--- src/hw/rtl/kdar_pkg.sv ---
// ----------------------------------------------------------------------------
// kdar_pkg
// Shared types and constants for the key debounce and auto-repeat block.
// ----------------------------------------------------------------------------
package kdar_pkg;

    // key count limits
    localparam int NUM_KEYS_DEF = 2;
    localparam int MAX_KEYS     = 2;

    // field widths
    localparam int LEVELS_W   = 2;
    localparam int NOW_W      = 63;
    localparam int CNT_W      = 4;
    localparam int TIME_CFG_W = 32;
    localparam int CODE_W     = 8;

    // apb port
    localparam int APB_DATA_W = 32;
    localparam int APB_ADDR_W = 5;
    localparam int REG_IDX_W  = 3;

    // result queue
    localparam int FIFO_DEPTH  = 4;
    localparam int MAX_RESULTS = 2;

    // register reset values
    localparam logic [CNT_W-1:0]      DEBOUNCE_RST = 4'd2;
    localparam logic [TIME_CFG_W-1:0] DELAY_RST    = 32'd450000;
    localparam logic [TIME_CFG_W-1:0] INTERVAL_RST = 32'd200000;
    localparam logic [CODE_W-1:0]     CODE0_RST    = 8'd38;
    localparam logic [CODE_W-1:0]     CODE1_RST    = 8'd40;

    typedef enum logic [REG_IDX_W-1:0] {
        REG_DEBOUNCE = 3'd0,
        REG_DELAY    = 3'd1,
        REG_INTERVAL = 3'd2,
        REG_CODE0    = 3'd3,
        REG_CODE1    = 3'd4
    } kdar_reg_e_t;

    typedef struct packed {
        logic [CODE_W-1:0] code;
        logic              index;
        logic              last;
    } kdar_evt_t;

endpackage

--- src/hw/rtl/key_debounce_autorepeat_top.sv ---
// ----------------------------------------------------------------------------
// key_debounce_autorepeat_top
// Debouncer for up to two active-low keys with typematic auto-repeat.
// ----------------------------------------------------------------------------
// Usage:
//   Input channel (in_valid / in_stall) carries one poll per beat: raw_levels
//   (bit k is key k, 0 = pressed) and the microsecond timestamp now_us.
//   Output channel (out_valid / out_stall) carries one event per beat:
//   key_code, key_index and last, which marks the final event of a poll.
//   A poll produces zero, one or two events, key zero first.
//   Key state updates at the accepting edge; its events enter a four-entry
//   result queue at the same edge and leave it in order behind older events.
//   Polls are accepted every cycle while the queue has room for two events,
//   so throughput is one poll per cycle; a poll with two events uses two
//   output beats, which bounds the sustained rate when both keys fire.
//   When the receiver stalls, queued events hold and in_stall rises once
//   fewer than two free entries remain.
//   Registers are written over the apb port (index 4*i, pready always high)
//   and should only change while no poll is in flight.
//   Reset empties the queue, releases all keys, clears mismatch counts and
//   timestamps, and loads the register defaults.
// ----------------------------------------------------------------------------
module key_debounce_autorepeat_top #(
    parameter int NUM_KEYS = kdar_pkg::NUM_KEYS_DEF
) (
    input  logic                                clk,
    input  logic                                rst_n,
    // poll channel
    input  logic                                in_valid,
    output logic                                in_stall,
    input  logic [kdar_pkg::LEVELS_W-1:0]       raw_levels,
    input  logic [kdar_pkg::NOW_W-1:0]          now_us,
    // event channel
    output logic                                out_valid,
    input  logic                                out_stall,
    output logic [kdar_pkg::CODE_W-1:0]         key_code,
    output logic                                key_index,
    output logic                                last,
    // apb
    input  logic                                psel,
    input  logic                                penable,
    input  logic                                pwrite,
    input  logic [kdar_pkg::APB_ADDR_W-1:0]     paddr,
    input  logic [kdar_pkg::APB_DATA_W-1:0]     pwdata,
    output logic [kdar_pkg::APB_DATA_W-1:0]     prdata,
    output logic                                pready
);
    import kdar_pkg::*;

    localparam int KeysUsed  = (NUM_KEYS < MAX_KEYS) ? NUM_KEYS : MAX_KEYS;
    localparam int FifoDepth = FIFO_DEPTH;
    localparam int PtrW      = $clog2(FifoDepth);

    // ------------------------------------------------------------------
    // configuration registers
    // ------------------------------------------------------------------
    logic [CNT_W-1:0]      debounce_reg;
    logic [TIME_CFG_W-1:0] delay_reg;
    logic [TIME_CFG_W-1:0] interval_reg;
    logic [CODE_W-1:0]     code0_reg;
    logic [CODE_W-1:0]     code1_reg;
    logic                  cfg_wr;
    kdar_reg_e_t           reg_idx;

    assign pready  = 1'b1;
    assign cfg_wr  = psel && penable && pwrite && pready;
    assign reg_idx = kdar_reg_e_t'(paddr[APB_ADDR_W-1:2]);

    always_ff @(posedge clk or negedge rst_n)
    begin
        if (!rst_n)
        begin
            debounce_reg <= DEBOUNCE_RST;
            delay_reg    <= DELAY_RST;
            interval_reg <= INTERVAL_RST;
            code0_reg    <= CODE0_RST;
            code1_reg    <= CODE1_RST;
        end
        else if (cfg_wr)
        begin
            unique case (reg_idx)
                REG_DEBOUNCE: debounce_reg <= pwdata[CNT_W-1:0];
                REG_DELAY:    delay_reg    <= pwdata[TIME_CFG_W-1:0];
                REG_INTERVAL: interval_reg <= pwdata[TIME_CFG_W-1:0];
                REG_CODE0:    code0_reg    <= pwdata[CODE_W-1:0];
                REG_CODE1:    code1_reg    <= pwdata[CODE_W-1:0];
                default:      ;
            endcase
        end
    end

    always_comb
    begin
        unique case (reg_idx)
            REG_DEBOUNCE: prdata = APB_DATA_W'(debounce_reg);
            REG_DELAY:    prdata = APB_DATA_W'(delay_reg);
            REG_INTERVAL: prdata = APB_DATA_W'(interval_reg);
            REG_CODE0:    prdata = APB_DATA_W'(code0_reg);
            REG_CODE1:    prdata = APB_DATA_W'(code1_reg);
            default:      prdata = '0;
        endcase
    end

    // ------------------------------------------------------------------
    // per-key debounce and repeat
    // ------------------------------------------------------------------
    logic                  in_acc;
    logic                  stable_reg [KeysUsed];
    logic [CNT_W-1:0]      mism_reg   [KeysUsed];
    logic [NOW_W-1:0]      press_reg  [KeysUsed];
    logic [NOW_W-1:0]      last_reg   [KeysUsed];
    logic                  ev         [KeysUsed];

    assign in_acc = in_valid && !in_stall;

    for (genvar k = 0; k < KeysUsed; k++)
    begin : g_key
        logic             raw_pressed;
        logic [CNT_W:0]   cnt_inc;
        logic [NOW_W:0]   since_press;
        logic [NOW_W:0]   since_last;
        logic             delay_ok;
        logic             interval_ok;
        logic             stable_next;
        logic [CNT_W-1:0] mism_next;
        logic [NOW_W-1:0] press_next;
        logic [NOW_W-1:0] last_next;

        assign raw_pressed = ~raw_levels[k];
        assign cnt_inc     = {1'b0, mism_reg[k]} + (CNT_W+1)'(1);
        // signed elapsed time: top bit set means the clock went backwards
        assign since_press = {1'b0, now_us} - {1'b0, press_reg[k]};
        assign since_last  = {1'b0, now_us} - {1'b0, last_reg[k]};
        assign delay_ok    = !since_press[NOW_W] &&
            (since_press[NOW_W-1:0] >= {{(NOW_W-TIME_CFG_W){1'b0}}, delay_reg});
        assign interval_ok = !since_last[NOW_W] &&
            (since_last[NOW_W-1:0] >= {{(NOW_W-TIME_CFG_W){1'b0}}, interval_reg});

        always_comb
        begin
            stable_next = stable_reg[k];
            mism_next   = mism_reg[k];
            press_next  = press_reg[k];
            last_next   = last_reg[k];
            ev[k]       = 1'b0;
            if (raw_pressed != stable_reg[k])
            begin
                // a limit of zero behaves like one
                if (cnt_inc < {1'b0, debounce_reg})
                begin
                    mism_next = cnt_inc[CNT_W-1:0];
                end
                else
                begin
                    mism_next   = '0;
                    stable_next = raw_pressed;
                    if (raw_pressed)
                    begin
                        press_next = now_us;
                        last_next  = now_us;
                        ev[k]      = 1'b1;
                    end
                end
            end
            else
            begin
                mism_next = '0;
                if (stable_reg[k] && delay_ok && interval_ok)
                begin
                    last_next = now_us;
                    ev[k]     = 1'b1;
                end
            end
        end

        always_ff @(posedge clk or negedge rst_n)
        begin
            if (!rst_n)
            begin
                stable_reg[k] <= 1'b0;
                mism_reg[k]   <= '0;
                press_reg[k]  <= '0;
                last_reg[k]   <= '0;
            end
            else if (in_acc)
            begin
                stable_reg[k] <= stable_next;
                mism_reg[k]   <= mism_next;
                press_reg[k]  <= press_next;
                last_reg[k]   <= last_next;
            end
        end
    end

    // ------------------------------------------------------------------
    // result queue
    // ------------------------------------------------------------------
    logic            ev0;
    logic            ev1;
    kdar_evt_t       evt0;
    kdar_evt_t       evt1;
    kdar_evt_t       slot0;
    logic            push0;
    logic            push1;
    logic            out_acc;
    logic [PtrW:0]   n_push;
    kdar_evt_t       fifo_mem [FifoDepth];
    logic [PtrW-1:0] wr_ptr_reg;
    logic [PtrW-1:0] wr_ptr_next;
    logic [PtrW-1:0] rd_ptr_reg;
    logic [PtrW-1:0] rd_ptr_next;
    logic [PtrW:0]   cnt_reg;
    logic [PtrW:0]   cnt_next;

    assign ev0 = ev[0];
    assign ev1 = (KeysUsed > 1) ? ev[KeysUsed-1] : 1'b0;

    assign evt0  = '{code: code0_reg, index: 1'b0, last: !ev1};
    assign evt1  = '{code: code1_reg, index: 1'b1, last: 1'b1};
    assign slot0 = ev0 ? evt0 : evt1;

    assign push0   = in_acc && (ev0 || ev1);
    assign push1   = in_acc && ev0 && ev1;
    assign out_acc = out_valid && !out_stall;
    assign n_push  = (PtrW+1)'(push0) + (PtrW+1)'(push1);

    assign wr_ptr_next = wr_ptr_reg + n_push[PtrW-1:0];
    assign rd_ptr_next = rd_ptr_reg + PtrW'(out_acc);
    assign cnt_next    = cnt_reg + n_push - (PtrW+1)'(out_acc);

    // room for a two-event poll is required before a beat is taken
    assign in_stall  = cnt_reg > (PtrW+1)'(FifoDepth - MAX_RESULTS);
    assign out_valid = cnt_reg != '0;
    assign key_code  = fifo_mem[rd_ptr_reg].code;
    assign key_index = fifo_mem[rd_ptr_reg].index;
    assign last      = fifo_mem[rd_ptr_reg].last;

    always_ff @(posedge clk)
    begin
        if (push0)
        begin
            fifo_mem[wr_ptr_reg] <= slot0;
        end
        if (push1)
        begin
            fifo_mem[wr_ptr_reg + PtrW'(1)] <= evt1;
        end
    end

    always_ff @(posedge clk or negedge rst_n)
    begin
        if (!rst_n)
        begin
            wr_ptr_reg <= '0;
            rd_ptr_reg <= '0;
            cnt_reg    <= '0;
        end
        else
        begin
            wr_ptr_reg <= wr_ptr_next;
            rd_ptr_reg <= rd_ptr_next;
            cnt_reg    <= cnt_next;
        end
    end

    // ------------------------------------------------------------------
    // assertions
    // ------------------------------------------------------------------
`ifndef ASSERT_OFF
    a_fifo_bound: assert property (@(posedge clk) disable iff (!rst_n)
        cnt_reg <= (PtrW+1)'(FifoDepth))
        else $error("result queue overflow");

    a_ptr_gap: assert property (@(posedge clk) disable iff (!rst_n)
        (wr_ptr_reg - rd_ptr_reg) == cnt_reg[PtrW-1:0])
        else $error("queue pointers disagree with fill count");

    for (genvar k = 0; k < KeysUsed; k++)
    begin : g_key_chk
        a_mism_bound: assert property (@(posedge clk) disable iff (!rst_n)
            mism_reg[k] != {CNT_W{1'b1}})
            else $error("mismatch count reached its ceiling");

        a_event_held: assert property (@(posedge clk) disable iff (!rst_n)
            (in_acc && ev[k]) |=> stable_reg[k])
            else $error("event emitted for a key that is not held");

        a_time_order: assert property (@(posedge clk) disable iff (!rst_n)
            last_reg[k] >= press_reg[k])
            else $error("last event time precedes press time");
    end
`endif

endmodule

--- config.mk ---
export PLATFORM = sky130hd
export DESIGN_NAME = key_debounce_autorepeat_top
export DESIGN_NICKNAME = d
export VERILOG_FILES = /design/src/hw/rtl/kdar_pkg.sv /design/src/hw/rtl/key_debounce_autorepeat_top.sv
export SDC_FILE = /design/constraint.sdc
export NUM_CORES = 1
export LEC_CHECK = 0
export BUFFER_PORTS_ARGS = -buffer_cell sky130_fd_sc_hd__buf_2
export CORE_MARGIN = 10
export CORE_UTILIZATION = 40
export CTS_CLUSTER_SIZE = 25
export DETAILED_ROUTE_END_ITERATION = 6
export PLACE_DENSITY = 0.55
export SYNTH_ARGS = -nofsm -noshare
export SYNTH_HDL_FRONTEND = slang
export SYNTH_SLANG_ARGS = --single-unit
--- constraint.sdc ---
create_clock -name clk -period 12.9 [get_ports clk]
set_clock_uncertainty 0.05 [all_clocks]
set_input_delay 0.645 -clock clk [delete_from_list [all_inputs] [get_ports clk]]
set_output_delay 0.645 -clock clk [all_outputs]
set_load 0.03 [all_outputs]
Word level (Yosys, flattened, before mapping)
Memory sizes are Yosys's and may differ from the RTL's.
Cells that the tools add are included.

cells by class
  $lt $le $gt $ge = 7
  bitwise logic cells = 4
  reductions and logical operators = 38
  add/sub/neg operators = 12
  equal/unequal tests = 10
  multiplexer cells = 26

operators by type and width
  cell                                                                             number
  63-bit two-way mux                                                               8
  63-bit by 63-bit subtractor with 64-bit output                                   4
  63-bit by 32-bit >= comparator with 1-bit output                                 4
  32-bit one-hot mux with 5 select lines                                           1
  4-bit two-way mux                                                                4
  4-bit AND reduction                                                              4
  1-bit logical AND                                                                15
  1-bit two-way mux                                                                12
  4-bit by 1-bit adder with 5-bit output, second input constant                    2
  5-bit by 4-bit < comparator with 1-bit output                                    2
  10-bit two-way mux                                                               1
  2-bit AND reduction                                                              5
  2-bit != test, second input constant                                             4
  1-bit logical NOT                                                                7
  3-bit by 2-bit equality test with 1-bit output, second input constant            2
  3-bit AND reduction                                                              2
  1-bit NOT                                                                        4
  2-bit nonzero test                                                               2
  3-bit by 2-bit adder with 3-bit output                                           1
  3-bit by 1-bit equality test with 1-bit output, second input constant            1
  3-bit equality test, second input constant                                       1
  3-bit by 2-bit greater-than comparator with 1-bit output, second input constant  1
  3-bit logical NOT                                                                1
  3-bit nonzero test                                                               1
  other kinds (7)                                                                  8

storage, ports and cells
  bits in registers = 353
  output and inout bits = 45
  memories kept = 1
  input port bits = 109
  bits in writable memories = 40
  logic and storage cells = 114

memories
  memory    depth  bits a word  rd ports  clocked after Yosys merged registers in  wr ports  RTL line                            RTL
  fifo_mem  4      10           1         0                                        2         key_debounce_autorepeat_top.sv:207  kdar_evt_t fifo_mem [FifoDepth];

Depth between registers and ports, before layout
Gate-level depths: netlist of run 1.

  depth after elaboration = 12
  gate-level depth with buffers = 34
  depth with buffers taken out = 33

Least setup slack after synthesis of run 1
Ideal clock, no wire load.

  path kind = input-to-reg
  start = input port now_us[0] in the netlist's numbering
  end = register cnt_reg[2]
  setup time = 0.123 ns
  path buffers = 1
  setup slack = 6.617 ns
  stages on the path = 29
  data required time = 12.727 ns
  arrival time = 6.110 ns
  cells stage by stage = inv_1 -> ha_1 -> fa_1 -> nand2b_1 -> a21oi_1 -> o21ai_0 -> or3b_1 -> a21oi_1 -> or2_2 -> xor2_1 -> ha_1 -> nand4_1 -> nor4bb_1 -> nand3_1 -> nand4b_1 -> nor4_1 -> o2111ai_1 -> nor4_1 -> nand4_1 -> nor3_1 -> nand4_1 -> nor4b_1 -> o31ai_1 -> clkbuf_1 -> and3_1 -> ha_1 -> ha_1 -> fa_1 -> xnor2_1

between the ends
  longest elaborated chain between the ends = 12
  elaborated cells between the ends (all ways) = 31
  those cells by class = 7 x add/sub; 4 x order compare; 4 x mux; 16 x reduce/logical

RTL lines
  what                                                                                   RTL line                                                                RTL
  from (decl)                                                                            key_debounce_autorepeat_top.sv:32                                       input logic [kdar_pkg::NOW_W-1:0] now_us,
  63-bit by 63-bit subtractor with 64-bit output                                         key_debounce_autorepeat_top.sv:132                                      assign since_press = {1'b0, now_us} - {1'b0, press_reg[k]};
  63-bit by 32-bit >= comparator with 1-bit output or 1-bit logical NOT (tied branches)  key_debounce_autorepeat_top.sv:135, key_debounce_autorepeat_top.sv:134
  1-bit logical AND                                                                      key_debounce_autorepeat_top.sv:134                                      assign delay_ok = !since_press[NOW_W] &&
  1-bit logical AND (2 in a row)                                                         key_debounce_autorepeat_top.sv:168                                      if (stable_reg[k] && delay_ok && interval_ok)
  1-bit two-way mux                                                                      key_debounce_autorepeat_top.sv:168
  1-bit two-way mux                                                                      key_debounce_autorepeat_top.sv:146                                      if (raw_pressed != stable_reg[k])
  1-bit logical OR or 1-bit logical AND (tied branches)                                  key_debounce_autorepeat_top.sv:222, key_debounce_autorepeat_top.sv:223
  1-bit logical AND, on equally long branches                                            key_debounce_autorepeat_top.sv:222, key_debounce_autorepeat_top.sv:223
  1-bit by 1-bit adder with 2-bit output *                                               key_debounce_autorepeat_top.sv:225                                      assign n_push = (PtrW+1)'(push0) + (PtrW+1)'(push1);
  3-bit by 2-bit adder with 3-bit output *                                               key_debounce_autorepeat_top.sv:229                                      assign cnt_next = cnt_reg + n_push - (PtrW+1)'(out_acc);
  3-bit by 1-bit subtractor with 3-bit output *                                          key_debounce_autorepeat_top.sv:229
  named net cnt_next[2]                                                                  key_debounce_autorepeat_top.sv:213                                      logic [PtrW:0] cnt_next;
  to (signal assigned)                                                                   key_debounce_autorepeat_top.sv:262                                      cnt_reg <= cnt_next;
  to (decl)                                                                              key_debounce_autorepeat_top.sv:212                                      logic [PtrW:0] cnt_reg;

The timed path passes the listed nets; every way through them passes the cells marked *.
A chain may end at the register's enable or synchronous reset.

Final worst setup path of run 1
  start = input port now_us[1] in the netlist's numbering
  end = register last_reg[66] in the netlist's numbering

between the ends
  longest elaborated chain between the ends = 7
  elaborated cells between the ends (all ways) = 12
  those cells by class = 2 x add/sub; 2 x order compare; 8 x reduce/logical

RTL lines
  what                                                                                   RTL line                                                                RTL
  63-bit by 63-bit subtractor with 64-bit output                                         key_debounce_autorepeat_top.sv:132
  63-bit by 32-bit >= comparator with 1-bit output or 1-bit logical NOT (tied branches)  key_debounce_autorepeat_top.sv:135, key_debounce_autorepeat_top.sv:134
  1-bit logical AND                                                                      key_debounce_autorepeat_top.sv:134
  1-bit logical AND                                                                      key_debounce_autorepeat_top.sv:168
  1-bit logical AND *                                                                    key_debounce_autorepeat_top.sv:168
  2-bit nonzero test (no line) *                                                         n/a
  4-bit AND reduction (no line) *                                                        n/a
  to (signal, indexed assignment)                                                        key_debounce_autorepeat_top.sv:190                                      last_reg[k] <= last_next;
  to (decl)                                                                              key_debounce_autorepeat_top.sv:111                                      logic [NOW_W-1:0] last_reg [KeysUsed];

Mark *: on every way between the ends. The rest lies on a longest branch, timed or not.

==> flow_summary.ini, run 1 <==
[outcome]
status = completed

[synth]
avgSynthCellArea_um2 = 7.96
synth_area_leaders = dfrtp_1 22%, ha_1 14%, o21ai_0 6.2%, a21oi_1 5.6%, nand2_1 5.6%
synth-seq-cells = 393
synth_cell_types = 102
synth_edf_count = 32
ys_seq_area_frac = 0.272
synthSimpleGateAreaFrac = 0.174
synth_cells = 4618
synthAdderAreaFrac = 0.139
synth_top_family_by_area = compound AO/OA/AOI/OAI gates
synthFlopType = dfrtp_1
synth_area_leader_cell = dfrtp_1
yosysTopAreaCellShare = 0.225
synth_compound_area_frac = 0.251
synth_xor_area_frac = 0.0441
syn_area_um2 = 36700
muxShareOfSynthArea = 0.0551
ys.warnings.count = 0
syn_nets = 5130
async_flop_share = 0.898

[power_and_ir_drop]
p_sw_mw = 5.52
p_leak_nw = 17.3
vdd_drop_max_mv = 0.145
pwr-share-clk = 0.137
p_per_area_nw_per_um2 = 271
combPwrFrac = 0.681
sw_frac_of_total = 0.508
p_seq_frac = 0.182
internal-power_mw = 5.34

[clocking]
clk_path_buf_depth = 3
post_cts_buffers = 0
clock-root-buffer = clkbuf_16
cts_sinks = 393
clk_latency_ps = 690
h-tree-depth = 2
cts_buffers = 52
holdBufCountCts = 1
clk_pin_slew_ps = 60
cts-resized-gates = 0
cts_tree = yes

[timing]
hold_viol = 0
max_slew.worst_pin.slew_ps = 1330
fin_crit_ps = 8840
slew_violations = 0
slew_headroom = 0.106
tns_ps = 0
rsz0062_at_grt = no
finalSetupViolCount = 0
fmax_ghz = 0.113
period_share = 0.685

[min_path]
min-delay-start = pwdata[24]
whs_endpoint = interval_reg[24]
min-delay-path-class = input port to register
holdPathStages = 3

[flow_run]
max_cap_viol_count = 0

[finish]
n_fill_cell = 9466
areaGrowthSynthToFinish_pct = 8.98
final_cells = 5862
most-common-layout-cells = 544 x nand2_1, 458 x o21ai_0, 412 x a21oi_1, 401 x inv_1, 398 x ha_1
final_common_cell = nand2_1
final_core_util = 0.438
nNetsFinal = 5143
drive_gt1_frac = 0.0888

[critical_path]
crit_type = input port to register
rr_startpoint = last_reg[65]
arrival_ps = 9330
critPathLaunchType = input port
worstPathRequired_ps = 13390
rr_endpoint = last_reg[66]
worstRegToRegCells = 25
critPathCaptureType = register
crit_fanout = 43
reg2reg_slack_ps = 4130

[global_routing]
grt_use_total = 0.251
antenna_found_initial = 2
grt_pass1_wl_mm = 204
overflow = 0
grt_pass1_vias = 33900
grt_max_degree = 127

[floorplanning]
die_w_um = 323
core_um2 = 91400
rows = 111
start_util = 0.402
die_height_um = 323
fp.dieArea_um2 = 104000
io-pin-count = 154

[place]
dp_cells = 5762
post-dp-hpwl_mm = 109
io_buffers = 150
place_congestion = 0.980

[route]
wl_per_cell_um = 22.8
viasPerCell = 5.92
drc = 0
drt-total-wl_mm = 134
ant_nets = 0
vias = 34700
first_pass_iters = 6
drt_iter0_drc = 2484
[worst max-delay path: stages]
cell	delay [ps]
buf_2	180
inv_1	380
fa_1	300
nor2b_1	70
o211ai_1	340
a211o_1	230
nand2_1	130
a21oi_1	700
o21ai_0	330
a21oi_1	240
xnor2_1	150
ha_1	270
nand4_1	130
nor2_1	90
and3_1	200
nand4_1	140
nor2_1	60
a2111oi_0	880
a221oi_1	110
o211ai_1	290
o211ai_1	120
nor3_1	1020
a211oi_2	300
o21ai_4	890
buf_4	620
mux2_2	400
[per-layer routing]
layer	routed length (µm)	global-route usage	vias to the layer above	share of wire
met3	6450	0.0296	225	0.048
met1	61200	0.338	16700	0.46
met4	5000	0.0869	0	0.037
li1	-	-	16800	-
met5	0	0	-	0
met2	61200	0.413	925	0.46
[stage by stage]
step | power (mW) | setup slack (ps) | hold WS [ps] | area (µm²)
2_1_floorplan | 7.31 | 6620 | 299 | 36700
3_3_place_gp | 9.23 | 3650 | 387 | 38300
3_5_place_dp | 9.26 | 3510 | 388 | 38300
4_1_cts | 10.8 | 4210 | 96.3 | 40000
5_1_grt | 11.8 | 3700 | 132 | 40000
6_report | 10.9 | 4060 | 139 | 40000
[worst max-delay path by stage]
stage                   endpoint  slack (ps)         start  cells past startpoint
floorplan             cnt_reg[2]        6620     now_us[0]                     29
detailed placement  last_reg[66]        3510     now_us[1]                     26
global placement    last_reg[65]        3650     now_us[1]                     26
global route        last_reg[75]        3700     now_us[1]                     26
CTS                 last_reg[73]        4210  last_reg[65]                     25
finish              last_reg[66]        4060     now_us[1]                     26
[area by class of cell]
class,instances,area [µm²],area share
repair buffers,167,903,0.0226
clock inverters,33,343,0.00856
well taps,1186,1480,0.0371
multi-input cells,3616,24400,0.610
flip-flops and latches,393,9980,0.249
diodes,2,5.00,0.000125
inverters,401,1510,0.0376
clock buffers,64,1400,0.0349
[cells by family after synthesis]
logic type      after synthesis
compound gates             1487
other cells                   1
xor+xnor                    185
fa+ha+maj                   404
buf+inv                     609
flops                       393
simple gates               1369
mux                         170
[power by group through the flow]
| stage | combinational [mW] | clock (mW) | sequential, mW |
|---|---|---|---|
| 3_3_place_gp | 7.24 | 0 | 1.98 |
| 3_5_place_dp | 7.26 | 0 | 2.00 |
| 5_1_grt | 8.23 | 1.58 | 2.04 |
| 4_1_cts | 7.30 | 1.54 | 1.98 |
| 2_1_floorplan | 5.40 | 0 | 1.91 |
| 6_report | 7.38 | 1.49 | 1.98 |
[Yosys cell counts (all sizes together) (78+ instances only)]
| master | n |
|---|---|
| dfrtp | 330 |
| xnor2 | 106 |
| nand4 | 161 |
| ha | 398 |
| clkbuf | 161 |
| inv | 401 |
| nor3 | 78 |
| a21oi | 416 |
| xor2 | 79 |
| nand2 | 544 |
| o21ai | 482 |
| nor2 | 294 |
| mux2 | 138 |
No activity file was read; power rests on OpenSTA's default activity.
==> run 2, diff against run 1 <==
PLACE_DENSITY = 0.57   (was 0.55)
clock period = 7.66 ns   (was 12.9 ns; I/O delays follow)
==> run 2 against run 1 <==
- critical path depth up 5
- flip-flop and latch count unchanged
- final cell count up 1.1%
- die area unchanged
- power up 70%
- sequential share of layout area down 0.44 points
- via count up 1.4%
- largest power group unchanged
- utilization up 0.79 points
- clock power up 71%
- the run now ends with DRC left
- design area up 1.8%
- clock-buffer cell count up 9
==> flow_summary.ini, run 2 (same netlist as run 1, synthesis figures left out) <==
[timing]
fmax_ghz = 0.142
max_slew.worst_pin.slew_ps = 1010
slew_violations = 0
hold_viol = 0
setup_ws_ps = 617
finalSetupViolCount = 0
fin_crit_ps = 7040
tns_ps = 0
slew_headroom = 0.319
period_share = 0.919
rsz0062_at_grt = no

[global_routing]
grt_max_degree = 131
use_met2 = 0.421
top_usage_layer = met2
grtUsageMet3 = 0.0325
grt_use_met1 = 0.343
grt_pass1_vias = 34400
grt_use_total = 0.254
overflow = 0
grt_pass1_wl_mm = 206
antenna_found_initial = 4

[power_and_ir_drop]
vdd_drop_max_mv = 0.240
p_per_area_nw_per_um2 = 454
p_leak_nw = 17.7

[critical_path]
worstRegToRegCells = 28
slowest_delay_ps = 520
rr_startpoint = last_reg[10]
critPathLaunchType = input port
cpMaxStageDelayCell = dlygate4sd3_1
reg2reg_slack_ps = 830
crit_type = input port to register
worstPathRequired_ps = 8160
rr_endpoint = cnt_reg[2]
cp_top_family = simple AND/OR/NAND/NOR gates
path_depth = 31
worst-path-buf-inv = 4
critPathCaptureType = register
critPathLaunch = now_us[1]
crit_path_end = cnt_reg[2]
crit_fanout = 7
arrival_ps = 7540

[route]
wl_per_cell_um = 22.9
drt_iter0_drc = 2913
first_pass_iters = 7
viasPerCell = 5.94
drc = 1
vias = 35200
drt-total-wl_mm = 135
ant_nets = 0

[finish]
antenna_cells = 0
multi_input_area_um2 = 24400
areaGrowthSynthToFinish_pct = 11.0
regArea_um2 = 9980
final_common_cell = nand2_1
n_fill_cell = 9342
drive_gt1_frac = 0.0958
most-common-layout-cells = 544 x nand2_1, 458 x o21ai_0, 412 x a21oi_1, 399 x inv_1, 398 x ha_1
nNetsFinal = 5210

[place]
post-dp-hpwl_mm = 111
place_congestion = 0.980
io_buffers = 150
pre_cts_ws_ps = 533

[floorplanning]
die_height_um = 323
start_util = 0.402
core_um2 = 91400
die_w_um = 323
io-pin-count = 154
fp.dieArea_um2 = 104000
rows = 111

[outcome]
violations = DRC
status = finished with violations

[min_path]
min-delay-path-class = input port to register

[clocking]
h-tree-depth = 2
cts_buffers = 50
clk_pin_slew_ps = 60
clock-root-buffer = clkbuf_16
clk_path_buf_depth = 3
cts_sinks = 393
post_cts_buffers = 0
cts_tree = yes
cts-resized-gates = 0
clk_latency_ps = 670

[flow_run]
max_cap_viol_count = 0
-- run 2: changes by cell type in the layout (fill, tap and decap cells not counted), moves of 2 or more --
cell,change
dlygate4sd3_1,+36
buf_4,+26
buf_12,+7
clkinvlp_4,-3
clkinv_1,-6
clkinv_2,-4
diode_2,-2
clkbuf_8,+11
inv_2,+2
clkbuf_16,-2
inv_1,-2
-- run 2: tightest hold or removal path, stage by stage --
cell	delay, ps
buf_2	180
nand2_1	70
o21ai_0	70
-- run 2: layout make-up --
type,instances,share of cell area
flip-flops and latches,393,0.245
repair buffers,236,0.0392
clock inverters,21,0.00663
inverters,401,0.0369
well taps,1186,0.0364
multi-input cells,3616,0.599
clock buffers,73,0.0368
-- run 2: how the worst min path moves through the flow --
stage / from / endpoint / cells after the start
after floorplan: rst_n / cnt_reg[0] / 0
after global placement: rst_n / code1_reg[4] / 1
after detailed placement: rst_n / code1_reg[4] / 1
after CTS: now_us[3] / press_reg[66] / 3
after global routing: now_us[3] / press_reg[66] / 3
final: now_us[2] / press_reg[2] / 3
-- run 2: layer usage --
layer  part of all wire  up-vias
li1                   -    17000
met1               0.46    17000
met2               0.46      998
met3              0.053      199
met4              0.030        0
met5                  0        -
-- run 2: report_power, final --
part           total [mW]  internal (mW)  leakage, nW  switching (mW)
Sequential           3.33           2.95         4.57           0.383
Combinational        12.6           4.69         12.3            7.93
Clock                2.55           1.50        0.859            1.04
-- run 2: repair_timing --
item | 4_1_cts | 5_1_grt
hold buffers | 37 | 0
hold endpoints to repair | 146 | 0
setup endpoints to repair | 0 | 0
-- run 2: metrics by stage --
step	hold WS [ps]	power (mW)	cells	cell area (µm²)	utilization
after global placement	346	15.7	5795	38600	0.423
after floorplan	37.4	12.3	4618	36700	-
after global routing	37.3	20.1	5926	40800	0.446
final	45.8	18.5	5926	40800	0.446
after detailed placement	343	15.7	5795	38600	0.423
after CTS	5.17	18.4	5926	40800	0.446
